`config.mk`:
```
export PLATFORM = sky130hd
export DESIGN_NAME = json_byte_tokenizer_top
export DESIGN_NICKNAME = d
export VERILOG_FILES = /design/src/rtl/core/jbt_pkg.sv /design/src/rtl/core/jbt_front.sv /design/src/rtl/core/jbt_queue.sv /design/src/rtl/core/jbt_back.sv /design/src/rtl/core/json_byte_tokenizer_top.sv
export SDC_FILE = /design/constraint.sdc
export NUM_CORES = 1
export LEC_CHECK = 0
export BUFFER_PORTS_ARGS = -buffer_cell sky130_fd_sc_hd__buf_2
export CORE_UTILIZATION = 58
export CTS_CLUSTER_SIZE = 24
export DETAILED_ROUTE_END_ITERATION = 8
export PLACE_DENSITY = 0.79
export SLEW_MARGIN = 20
export SYNTH_ARGS = -nofsm -noshare
export SYNTH_HDL_FRONTEND = slang
export SYNTH_SLANG_ARGS = --single-unit
```
`constraint.sdc`:
```
create_clock -name aclk -period 2.8 [get_ports aclk]
set_clock_uncertainty 0.1 [all_clocks]
set_input_delay 0.14 -clock aclk [delete_from_list [all_inputs] [get_ports aclk]]
set_output_delay 0.14 -clock aclk [all_outputs]
set_load 0.03 [all_outputs]
```
`src/rtl/core/jbt_pkg.sv`:
```
// jbt_pkg: types, token codes and byte classifiers for the json byte tokenizer
// no dependencies; imported by every module under rtl/core
package jbt_pkg;

    localparam logic [2:0] KIND_OPEN_BRACE    = 3'd0;
    localparam logic [2:0] KIND_CLOSE_BRACE   = 3'd1;
    localparam logic [2:0] KIND_OPEN_BRACKET  = 3'd2;
    localparam logic [2:0] KIND_CLOSE_BRACKET = 3'd3;
    localparam logic [2:0] KIND_COLON         = 3'd4;
    localparam logic [2:0] KIND_COMMA         = 3'd5;
    localparam logic [2:0] KIND_STR_BYTE      = 3'd6;
    localparam logic [2:0] KIND_STR_END       = 3'd7;

    localparam logic [7:0] CHAR_QUOTE     = 8'h22;
    localparam logic [7:0] CHAR_BACKSLASH = 8'h5C;
    localparam logic [7:0] CHAR_SPACE     = 8'h20;
    localparam logic [7:0] CHAR_CR        = 8'h0D;
    localparam logic [7:0] CHAR_LF        = 8'h0A;
    localparam logic [7:0] CHAR_TAB       = 8'h09;

    typedef enum logic [1:0] {
        MODE_IDLE   = 2'd0,
        MODE_QUOTED = 2'd1,
        MODE_BARE   = 2'd2
    } lex_mode_t;

    // one result beat
    typedef struct packed {
        logic [2:0] kind;
        logic [7:0] sbyte;
        logic       quoted;
    } tok_res_t;

    // work for one input byte: one result, or a string end followed by punctuation
    typedef struct packed {
        logic       two;
        tok_res_t   res0;
        logic [2:0] kind1;
    } tok_op_t;

    function automatic logic is_punct(input logic [7:0] b);
        return (b == 8'h7B) || (b == 8'h7D) || (b == 8'h5B) || (b == 8'h5D) ||
               (b == 8'h3A) || (b == 8'h2C);
    endfunction

    function automatic logic [2:0] punct_kind(input logic [7:0] b);
        logic [2:0] k;
        k = KIND_COMMA;
        unique case (b)
            8'h7B:   k = KIND_OPEN_BRACE;
            8'h7D:   k = KIND_CLOSE_BRACE;
            8'h5B:   k = KIND_OPEN_BRACKET;
            8'h5D:   k = KIND_CLOSE_BRACKET;
            8'h3A:   k = KIND_COLON;
            default: k = KIND_COMMA;
        endcase
        return k;
    endfunction

    function automatic logic is_blank(input logic [7:0] b);
        return (b == CHAR_SPACE) || (b == CHAR_CR) || (b == CHAR_LF) || (b == CHAR_TAB);
    endfunction

endpackage

```
`src/rtl/core/jbt_front.sv`:
```
// jbt_front: accepts text bytes, tracks lexer mode and escape, builds result ops
// depends on jbt_pkg
module jbt_front (
    input  logic             aclk,
    input  logic             aresetn,
    input  logic             s_valid,
    output logic             s_ready,
    input  logic [7:0]       s_text_byte,
    input  logic             q_full,
    output logic             push,
    output jbt_pkg::tok_op_t push_op
);
    import jbt_pkg::*;

    lex_mode_t mode_reg, mode_next;
    logic      esc_reg, esc_next;
    logic      has_res;
    logic      accept;
    logic      pk, blank, quote, bslash, printable;

    assign s_ready   = !q_full;
    assign accept    = s_valid && !q_full;
    assign pk        = is_punct(s_text_byte);
    assign blank     = is_blank(s_text_byte);
    assign quote     = (s_text_byte == CHAR_QUOTE);
    assign bslash    = (s_text_byte == CHAR_BACKSLASH);
    assign printable = (s_text_byte >= CHAR_SPACE);

    // next state
    always_comb begin
        mode_next = mode_reg;
        esc_next  = esc_reg;
        unique case (mode_reg)
            MODE_BARE: begin
                if (quote) begin
                    mode_next = MODE_QUOTED;
                    esc_next  = 1'b0;
                end else if (pk || blank) begin
                    mode_next = MODE_IDLE;
                end
            end
            MODE_QUOTED: begin
                if (!esc_reg && quote) begin
                    mode_next = MODE_IDLE;
                end else if (!esc_reg && bslash) begin
                    esc_next = 1'b1;
                end else begin
                    esc_next = 1'b0;
                end
            end
            default: begin
                mode_next = MODE_IDLE;
                if (pk) begin
                    mode_next = MODE_IDLE;
                end else if (quote) begin
                    mode_next = MODE_QUOTED;
                    esc_next  = 1'b0;
                end else if (!blank) begin
                    mode_next = MODE_BARE;
                end
            end
        endcase
    end

    // result op
    always_comb begin
        has_res            = 1'b0;
        push_op.two        = 1'b0;
        push_op.res0.kind  = KIND_STR_BYTE;
        push_op.res0.sbyte = 8'd0;
        push_op.res0.quoted = 1'b0;
        push_op.kind1      = punct_kind(s_text_byte);
        unique case (mode_reg)
            MODE_BARE: begin
                if (pk || quote || blank) begin
                    has_res           = 1'b1;
                    push_op.res0.kind = KIND_STR_END;
                    push_op.two       = pk;
                end else if (printable) begin
                    has_res            = 1'b1;
                    push_op.res0.sbyte = s_text_byte;
                end
            end
            MODE_QUOTED: begin
                push_op.res0.quoted = 1'b1;
                if (!esc_reg && quote) begin
                    has_res           = 1'b1;
                    push_op.res0.kind = KIND_STR_END;
                end else if (!esc_reg && bslash) begin
                    has_res = 1'b0;
                end else if (printable) begin
                    has_res            = 1'b1;
                    push_op.res0.sbyte = s_text_byte;
                end
            end
            default: begin
                if (pk) begin
                    has_res           = 1'b1;
                    push_op.res0.kind = punct_kind(s_text_byte);
                end else if (!quote && !blank && printable) begin
                    has_res            = 1'b1;
                    push_op.res0.sbyte = s_text_byte;
                end
            end
        endcase
    end

    assign push = accept && has_res;

    always_ff @(posedge aclk) begin
        if (!aresetn) begin
            mode_reg <= MODE_IDLE;
            esc_reg  <= 1'b0;
        end else if (accept) begin
            mode_reg <= mode_next;
            esc_reg  <= esc_next;
        end
    end

endmodule

```
`src/rtl/core/jbt_queue.sv`:
```
// jbt_queue: two-entry op queue between front and back
// depends on jbt_pkg
module jbt_queue (
    input  logic             aclk,
    input  logic             aresetn,
    input  logic             push,
    input  jbt_pkg::tok_op_t push_op,
    output logic             full,
    input  logic             pop,
    output logic             q_valid,
    output jbt_pkg::tok_op_t head_op
);
    import jbt_pkg::*;

    tok_op_t    slot_reg [2];
    logic       wr_ptr_reg, wr_ptr_next;
    logic       rd_ptr_reg, rd_ptr_next;
    logic [1:0] count_reg, count_next;
    logic       do_push, do_pop;

    assign full    = (count_reg == 2'd2);
    assign q_valid = (count_reg != 2'd0);
    assign head_op = slot_reg[rd_ptr_reg];
    assign do_push = push && !full;
    assign do_pop  = pop && q_valid;

    always_comb begin
        wr_ptr_next = wr_ptr_reg ^ do_push;
        rd_ptr_next = rd_ptr_reg ^ do_pop;
        count_next  = count_reg + {1'b0, do_push} - {1'b0, do_pop};
    end

    always_ff @(posedge aclk) begin
        if (do_push) begin
            slot_reg[wr_ptr_reg] <= push_op;
        end
    end

    always_ff @(posedge aclk) begin
        if (!aresetn) begin
            wr_ptr_reg <= 1'b0;
            rd_ptr_reg <= 1'b0;
            count_reg  <= 2'd0;
        end else begin
            wr_ptr_reg <= wr_ptr_next;
            rd_ptr_reg <= rd_ptr_next;
            count_reg  <= count_next;
        end
    end

endmodule

```
`src/rtl/core/jbt_back.sv`:
```
// jbt_back: takes ops from the queue and drives result beats from an output register
// depends on jbt_pkg
module jbt_back (
    input  logic             aclk,
    input  logic             aresetn,
    input  logic             q_valid,
    input  jbt_pkg::tok_op_t head_op,
    output logic             pop,
    output logic             m_valid,
    input  logic             m_ready,
    output logic [2:0]       m_token_kind,
    output logic [7:0]       m_string_byte,
    output logic             m_was_quoted,
    output logic             m_last_of_run
);
    import jbt_pkg::*;

    logic       m_valid_reg, m_valid_next;
    logic       pend_reg, pend_next;
    logic [2:0] pend_kind_reg, pend_kind_next;
    tok_res_t   out_reg, out_next;
    logic       last_reg, last_next;
    logic       out_free;

    assign out_free = !m_valid_reg || m_ready;
    // second beat of a two-result op goes before the next op
    assign pop      = out_free && !pend_reg && q_valid;

    always_comb begin
        m_valid_next   = m_valid_reg && !m_ready;
        pend_next      = pend_reg;
        pend_kind_next = pend_kind_reg;
        out_next       = out_reg;
        last_next      = last_reg;
        if (out_free) begin
            if (pend_reg) begin
                m_valid_next   = 1'b1;
                pend_next      = 1'b0;
                out_next.kind  = pend_kind_reg;
                out_next.sbyte = 8'd0;
                out_next.quoted = 1'b0;
                last_next      = 1'b1;
            end else if (q_valid) begin
                m_valid_next   = 1'b1;
                pend_next      = head_op.two;
                pend_kind_next = head_op.kind1;
                out_next       = head_op.res0;
                last_next      = !head_op.two;
            end
        end
    end

    always_ff @(posedge aclk) begin
        out_reg       <= out_next;
        last_reg      <= last_next;
        pend_kind_reg <= pend_kind_next;
    end

    always_ff @(posedge aclk) begin
        if (!aresetn) begin
            m_valid_reg <= 1'b0;
            pend_reg    <= 1'b0;
        end else begin
            m_valid_reg <= m_valid_next;
            pend_reg    <= pend_next;
        end
    end

    assign m_valid       = m_valid_reg;
    assign m_token_kind  = out_reg.kind;
    assign m_string_byte = out_reg.sbyte;
    assign m_was_quoted  = out_reg.quoted;
    assign m_last_of_run = last_reg;

endmodule

```
`src/rtl/core/json_byte_tokenizer_top.sv`:
```
// channel   dir  handshake           payload
// s_        in   s_valid / s_ready   s_text_byte[7:0]
// m_        out  m_valid / m_ready   m_token_kind[2:0], m_string_byte[7:0],
//                                    m_was_quoted, m_last_of_run
//
// one text byte is accepted per cycle while the op queue is not full; a
// byte that ends a bare string with punctuation gives two beats, and the
// back end sends both before it takes the next op. results pass through a
// queue slot and then the output register.
// aresetn is synchronous active low and returns the lexer to idle mode.
// s_ready drops only when the two-entry op queue is full; a stalled m_ready
// fills the queue before it reaches the input side.
// top level: instantiates jbt_front, jbt_queue and jbt_back; depends on jbt_pkg
module json_byte_tokenizer_top (
    input  logic       aclk,
    input  logic       aresetn,
    input  logic       s_valid,
    output logic       s_ready,
    input  logic [7:0] s_text_byte,
    output logic       m_valid,
    input  logic       m_ready,
    output logic [2:0] m_token_kind,
    output logic [7:0] m_string_byte,
    output logic       m_was_quoted,
    output logic       m_last_of_run
);
    import jbt_pkg::*;

    logic    push, pop, q_full, q_valid;
    tok_op_t push_op, head_op;

    jbt_front u_front (
        .aclk        (aclk),
        .aresetn     (aresetn),
        .s_valid     (s_valid),
        .s_ready     (s_ready),
        .s_text_byte (s_text_byte),
        .q_full      (q_full),
        .push        (push),
        .push_op     (push_op)
    );

    jbt_queue u_queue (
        .aclk    (aclk),
        .aresetn (aresetn),
        .push    (push),
        .push_op (push_op),
        .full    (q_full),
        .pop     (pop),
        .q_valid (q_valid),
        .head_op (head_op)
    );

    jbt_back u_back (
        .aclk          (aclk),
        .aresetn       (aresetn),
        .q_valid       (q_valid),
        .head_op       (head_op),
        .pop           (pop),
        .m_valid       (m_valid),
        .m_ready       (m_ready),
        .m_token_kind  (m_token_kind),
        .m_string_byte (m_string_byte),
        .m_was_quoted  (m_was_quoted),
        .m_last_of_run (m_last_of_run)
    );

endmodule
```
==> results of run 1 <==
timing repair:
item / 4_1_cts / 5_1_grt
hold endpoints to repair: 1 / 0
buffers inserted: 0 / 0
hold buffers: 1 / 0
critical path, delay by kind of cell, from the launching register on:
family	cells	cell delay, ns
flops	1	0.30
simple gates	3	1.04
fa+ha+maj	2	0.53
buf+inv	1	0.06
xor+xnor	2	0.20
kinds of logic after synthesis:
kind of cell,after synthesis,synth area share
XOR/XNOR,4,0.01334
flip-flops,58,0.6248
buffers and inverters,16,0.02572
adder cells (fa/ha/maj),6,0.02857
multiplexers,16,0.06238
AO/OA/AOI/OAI,29,0.07810
AND/OR/NAND/NOR,82,0.1671
layer usage:
layer	vias up	GRT usage	part of all wire	routed length, um
met1	802	0.2735	0.47	2168
met2	69	0.3128	0.47	2178
li1	851	-	-	-
met5	-	0	0	0
met3	10	0.07122	0.046	212
met4	0	0.1134	0.017	79
Yosys cell counts, types with 2 or more instances:
cell type,n
o2111ai_1,2
xnor2_1,3
nand3_1,3
edfxtp_1,48
nor4_1,2
nand2b_1,4
nor2_1,20
o21a_1,2
o32a_1,2
dfxtp_1,10
or4_4,2
or2_2,3
or3_1,2
nand4_1,2
nand3b_1,2
a21oi_1,5
a211o_1,2
o21ai_0,8
nor2b_1,6
mux2_2,3
ha_1,6
and2_1,6
buf_1,2
inv_1,6
clkbuf_1,7
mux2i_1,13
nand2_1,17
nor3_1,7
o32ai_1,2
stage by stage:
step / instances / hold WS [ns]
2_1_floorplan: 211 / 0.1619
6_report: 302 / 0.05961
3_3_place_gp: 285 / 0.2712
3_5_place_dp: 285 / 0.2977
4_1_cts: 302 / 0.04529
5_1_grt: 302 / 0.05892
area by class of cell:
cell class | instances | area, sq um | share of cell area
well taps | 52 | 65.06 | 0.02153
multi-input cells | 137 | 918.4 | 0.3039
repair buffers | 33 | 210.2 | 0.06957
inverters | 6 | 22.52 | 0.007453
clock inverters | 4 | 18.77 | 0.006211
flip-flops and latches | 58 | 1642 | 0.5433
clock buffers | 12 | 145.1 | 0.04803
worst paths after layout:
kind	start	endpoint	slack [ns]	depth (start not counted)
setup / recovery	u_back.m_valid	u_queue.count_reg[1]	0.46	8
hold reg to reg	u_front.mode_reg[0]	u_front.mode_reg[0]	0.42	1
hold / removal	aresetn	u_back.m_valid	0.06	2
setup reg to reg	u_back.m_valid	u_queue.count_reg[1]	0.46	8
power groups by stage:
stage	clock network, mW	registers [mW]	logic, mW
4_1_cts	0.646	1.31	0.980
6_report	0.633	1.31	0.972
3_5_place_dp	0	1.33	0.974
2_1_floorplan	0	1.52	0.501
3_3_place_gp	0	1.32	0.939
5_1_grt	0.694	1.33	1.06
==> out/metrics.json, run 1 <==
{
  "power.combinational.fraction": 0.333,
  "design.core.area_sq_um": 4354,
  "cp_slowest_stage_delay_ns": 0.72,
  "timing.final.ws_setup_ns": 0.4580,
  "syn-cell-area_sq_um": 2628,
  "finalSetupViolations": 0,
  "critical_path.cell_chain": "nor2b_1 > nor3_1 > ha_1 > inv_1 > ha_1 > xnor2_1 > xnor2_1 > and2_1",
  "routed_wl_um": 4639,
  "die_y_um": 69.31,
  "post-route-util": 0.6940,
  "slew_violations": 0,
  "tns_ns": 0,
  "final_nets": 263,
  "n_fill_cell": 282,
  "finish.instance_area_sq_um": 3022,
  "route.detailed.wl_per_inst_um": 15.36,
  "run_status": "completed",
  "cts_repair_resize_count": 0,
  "async_flop_share": 0,
  "grtUsageTotal": 0.2106,
  "io_buf_count": 26,
  "synth.ff_latch_count": 58,
  "crit_path_max_fanout": 5,
  "antenna_cells_inserted": 0,
  "avgSynthCellArea_sq_um": 12.45,
  "grt_start_max_net_pins": 21,
  "critical_path.endpoint_type": "flop",
  "grt_pass1_vias": 1624,
  "power.share.clock": 0.217,
  "p_sw_uw": 987.5,
  "detail_route.drc_violations": 0,
  "post-layout-total-power_mw": 2.916,
  "cts_root_buf": "clkbuf_8",
  "clock_sinks": 58,
  "htreeDepth": 3,
  "gp_routability_congestion": 0.8863,
  "max_clock_freq_mhz": 427.0,
  "globalRouteOverflowTotal": 0,
  "power.static_leakage_nw": 1.084,
  "rsz0062_at_grt": "no",
  "postSynthNetCount": 229,
  "critPathRequiredTime_ns": 2.91,
  "layout.cells.most_common_list": "48 x edfxtp_1, 26 x buf_2, 20 x nor2_1",
  "number_of_enable_type_register_cells_in_the_synthesized_netlist": 48,
  "cellPowerDensity_nw_per_um2": 964.9,
  "p_seq_frac": 0.450,
  "postSynth.topFlopCell": "edfxtp_1",
  "power_internal_mw": 1.928,
  "grt_first_pass_wirelength_um": 7583,
  "drt_pass1_iterations": 4,
  "detail-route-antenna-nets": 0,
  "fp.dieArea_sq_um": 4803,
  "hp-class": "input port to flop",
  "route.vias.total": 1732,
  "initialDrtViolationCount": 100,
  "switching_share": 0.3387,
  "synth_top_area_frac": 0.5486,
  "yosysSeqAreaShare": 0.6248,
  "timing.critical_path.from_type": "flop",
  "placedInstanceArea_sq_um": 2848,
  "floorplan.io_pins": 27,
  "hpwl_um": 3287,
  "syn_inst": 211,
  "syn_to_final_growth_pct": 15.00,
  "worstPathArrival_ns": 2.45,
  "yosysTopAreaCell": "edfxtp_1",
  "number_of_flip_flops_under_the_largest_register_name": 32,
  "synth.distinct_cells": 43,
  "path_class": "flop to flop",
  "final_common_cell": "edfxtp_1",
  "tritoncts": "done",
  "worstMarginPinSlew_ns": 0.8679,
  "drv_cap": 0,
  "worst_ir_drop_vdd_uv": 536.0,
  "chipWidth_um": 69.31,
  "num_rows": 24,
  "cts-root-to-sink-buffers": 2,
  "cts_made_buffers": 9,
  "clkLatencyLatePin_ns": 0.32,
  "post_route_cells_drive_above_1_share": 0.2200,
  "layout_min_cycle_time_ns": 2.342,
  "final.period_utilization": 0.8364,
  "synth-warning-count": 0,
  "post_drt_via_cell_ratio": 5.735,
  "detailedPlace.worstSlack_ns": 0.4184,
  "initial_utilization": 0.6034,
  "worst_setup_hold_path_clk_slew_ns": 0.05,
  "cp_slowest_cell": "nor3_1",
  "finalHoldViolations": 0,
  "post_synth_main_area_contributors": "edfxtp_1 55%, dfxtp_1 7.6%, mux2i_1 5.0%",
  "timing.max_slew.rel_slack": 0.4170,
  "antenna_found_initial": 0
}
(Power assumes the default switching activity.)
==> inputs of run 2 (changes only) <==
Clock period 2.8 ns to 2.4 ns, I/O delays scaled along.
==> out/metrics.json, run 2 (same netlist as run 1, synthesis figures left out) <==
{
  "worst_ir_drop_vdd": {"value": 447.4, "unit": "uV", "change": "-17%"},
  "critical_path.endpoint_type": "flop",
  "cts-root-to-sink-buffers": {"value": 2, "change": "unchanged"},
  "finalHoldViolations": {"value": 0, "change": "unchanged"},
  "grtUsageTotal": {"value": 0.2098, "change": "-0.0008352"},
  "detail-route-antenna-nets": {"value": 0, "change": "unchanged"},
  "timing.critical_path.buf_inv": {"value": 2, "change": "+1"},
  "floorplan.io_pins": {"value": 27, "change": "unchanged"},
  "timing.max_slew.rel_slack": {"value": 0.7364, "change": "+0.3194"},
  "grt_first_pass_wirelength": {"value": 7610, "unit": "um", "change": "+0.36%"},
  "timing.final.ws_setup": {"value": 0.2218, "unit": "ns", "change": "-0.2362 ns"},
  "slew_violations": {"value": 0, "change": "unchanged"},
  "drt_pass1_iterations": {"value": 5, "change": "+1"},
  "layout.cells.most_common_list": "48 x edfxtp_1, 26 x buf_2, 20 x nor2_1",
  "final_nets": {"value": 269, "change": "+2.3%"},
  "route.vias.total": {"value": 1731, "change": "-0.058%"},
  "htreeDepth": {"value": 3, "change": "unchanged"},
  "cp_slowest_cell": "ha_1",
  "post_drt_via_cell_ratio": {"value": 5.620, "change": "-2.0%"},
  "power.static_leakage": {"value": 1.100, "unit": "nW", "change": "+1.5%"},
  "detailedPlace.worstSlack": {"value": 0.06765, "unit": "ns", "change": "-0.3507 ns"},
  "tritoncts": "done",
  "antenna_cells_inserted": {"value": 0, "change": "unchanged"},
  "finalSetupViolations": {"value": 0, "change": "unchanged"},
  "num_rows": {"value": 24, "change": "unchanged"},
  "routed_wl": {"value": 4543, "unit": "um", "change": "-2.1%"},
  "initialDrtViolationCount": {"value": 86, "change": "-14%"},
  "tns": {"value": 0, "unit": "ns", "change": "unchanged"},
  "cp.depth": {"value": 7, "change": "-1"},
  "die_y": {"value": 69.31, "unit": "um", "change": "unchanged"},
  "grt_pass1_vias": {"value": 1625, "change": "+0.062%"},
  "post_route_cells_drive_above_1_share": {"value": 0.2266, "change": "+0.006562"},
  "rsz0062_at_grt": "no",
  "initial_utilization": {"value": 0.6034, "change": "unchanged"},
  "cts_root_buf": "clkbuf_8",
  "route.detailed.wl_per_inst": {"value": 14.75, "unit": "um", "change": "-4.0%"},
  "syn_to_final_growth_pct": 16.33,
  "post-cts-setup-buffer-count": {"value": 0, "change": "unchanged"},
  "final_common_cell": "edfxtp_1",
  "reg2regPathDepth": {"value": 7, "change": "-1"},
  "cts_made_buffers": {"value": 9, "change": "unchanged"},
  "io_buf_count": {"value": 26, "change": "unchanged"},
  "critPathRequiredTime": {"value": 2.33, "unit": "ns", "change": "-0.58 ns"},
  "crit_top_cell": "ha_1",
  "timing.critical_path.from_type": "flop",
  "layout_min_cycle_time": {"value": 2.178, "unit": "ns", "change": "-0.1638 ns"},
  "final.period_utilization": {"value": 0.9076, "change": "+0.07116"},
  "cellPowerDensity": {"value": 1103, "unit": "nW/um^2", "change": "+14%"},
  "drv_cap": {"value": 0, "change": "unchanged"},
  "hold_path_depth": {"value": 2, "change": "unchanged"},
  "globalRouteOverflowTotal": {"value": 0, "change": "unchanged"},
  "worst_setup_hold_path_clk_slew": {"value": 0.06, "unit": "ns", "change": "about the same"},
  "worstPathArrival": {"value": 2.11, "unit": "ns", "change": "-0.34 ns"},
  "chipWidth": {"value": 69.31, "unit": "um", "change": "unchanged"},
  "worstMarginPinSlew": {"value": 0.3950, "unit": "ns", "change": "-0.4728 ns"},
  "design.core.area": {"value": 4354, "unit": "sq um", "change": "unchanged"},
  "fp.dieArea": {"value": 4803, "unit": "sq um", "change": "unchanged"},
  "clkLatencyLatePin": {"value": 0.32, "unit": "ns", "change": "about the same"},
  "finish.instance_area": {"value": 3057, "unit": "sq um", "change": "+1.2%"},
  "crit_path_max_fanout": {"value": 16, "change": "+11"},
  "run_status": "completed",
  "grt_start_max_net_pins": {"value": 21, "change": "unchanged"},
  "antenna_found_initial": {"value": 0, "change": "unchanged"},
  "detail_route.drc_violations": {"value": 0, "change": "unchanged"},
  "clock_sinks": {"value": 58, "change": "unchanged"},
  "gp_routability_congestion": {"value": 0.8916, "change": "+0.60%"},
  "number_of_flip_flops_under_the_largest_register_name": {"value": 32, "change": "unchanged"},
  "critical_path.cell_chain": "inv_1 > ha_1 > nor2b_1 > o21ai_0 > a21oi_1 > ha_1 > buf_12",
  "cp_slowest_stage_delay": {"value": 0.41, "unit": "ns", "change": "-0.31 ns"},
  "post-layout-total-power": {"value": 3.371, "unit": "mW", "change": "+16%"},
  "max_clock_freq": {"value": 459.1, "unit": "MHz", "change": "+7.5%"},
  "hpwl": {"value": 3257, "unit": "um", "change": "-0.89%"},
  "placedInstanceArea": {"value": 2893, "unit": "sq um", "change": "+1.6%"},
  "path_class": "flop to flop",
  "hp-class": "input port to flop",
  "critical_path.top_delay_family": "adder cells"
}
[run 2: through the flow]
stage	util	hold WS, ns	instances
2_1_floorplan	-	0.1419	211
3_5_place_dp	0.6644	0.2537	291
4_1_cts	0.7020	0.01955	308
3_3_place_gp	0.6644	0.2524	291
6_report	0.7020	0.03714	308
5_1_grt	0.7020	0.03020	308
[run 2: layer usage]
metal / part of all wire / wire length (um) / up-vias / global-route usage
li1: - / - / 864 / -
met1: 0.46 / 2083 / 817 / 0.2677
met2: 0.49 / 2233 / 46 / 0.3323
met3: 0.039 / 179 / 4 / 0.06541
met4: 0.010 / 46 / 0 / 0.08844
met5: 0 / 0 / - / 0
[run 2: area by class of cell]
cell class / count / area [sq um]
fill: 310 / 1297
multi-input combinational: 137 / 918.4
sequential: 58 / 1642
clock inverter: 4 / 18.77
inverter: 6 / 22.52
clock buffer: 12 / 135.1
tap: 52 / 65.06
timing repair buffer: 39 / 255.2
[run 2: power breakdown]
group          total (mW)  switching [mW]  internal (mW)
sequential           1.54          0.0922           1.45
combinational        1.13           0.713          0.421
clock               0.698           0.333          0.364
[run 2: final timing paths]
| path | to | slack, ns | from |
|---|---|---|---|
| worst max-delay path | u_queue.slot_reg[0][12] | 0.22 | u_front.mode_reg[0] |
| worst min-delay path | u_back.m_valid | 0.04 | aresetn |
| worst max register to register | u_queue.slot_reg[0][12] | 0.22 | u_front.mode_reg[0] |
| worst min register to register | u_front.mode_reg[1] | 0.42 | u_front.mode_reg[1] |
[run 2: timing repair]
item | CTS | global route
gates resized for setup | 0 | 1
hold buffers | 1 | 0
endpoints found under the setup margin | 0 | 1
endpoints found under the hold margin | 1 | 0
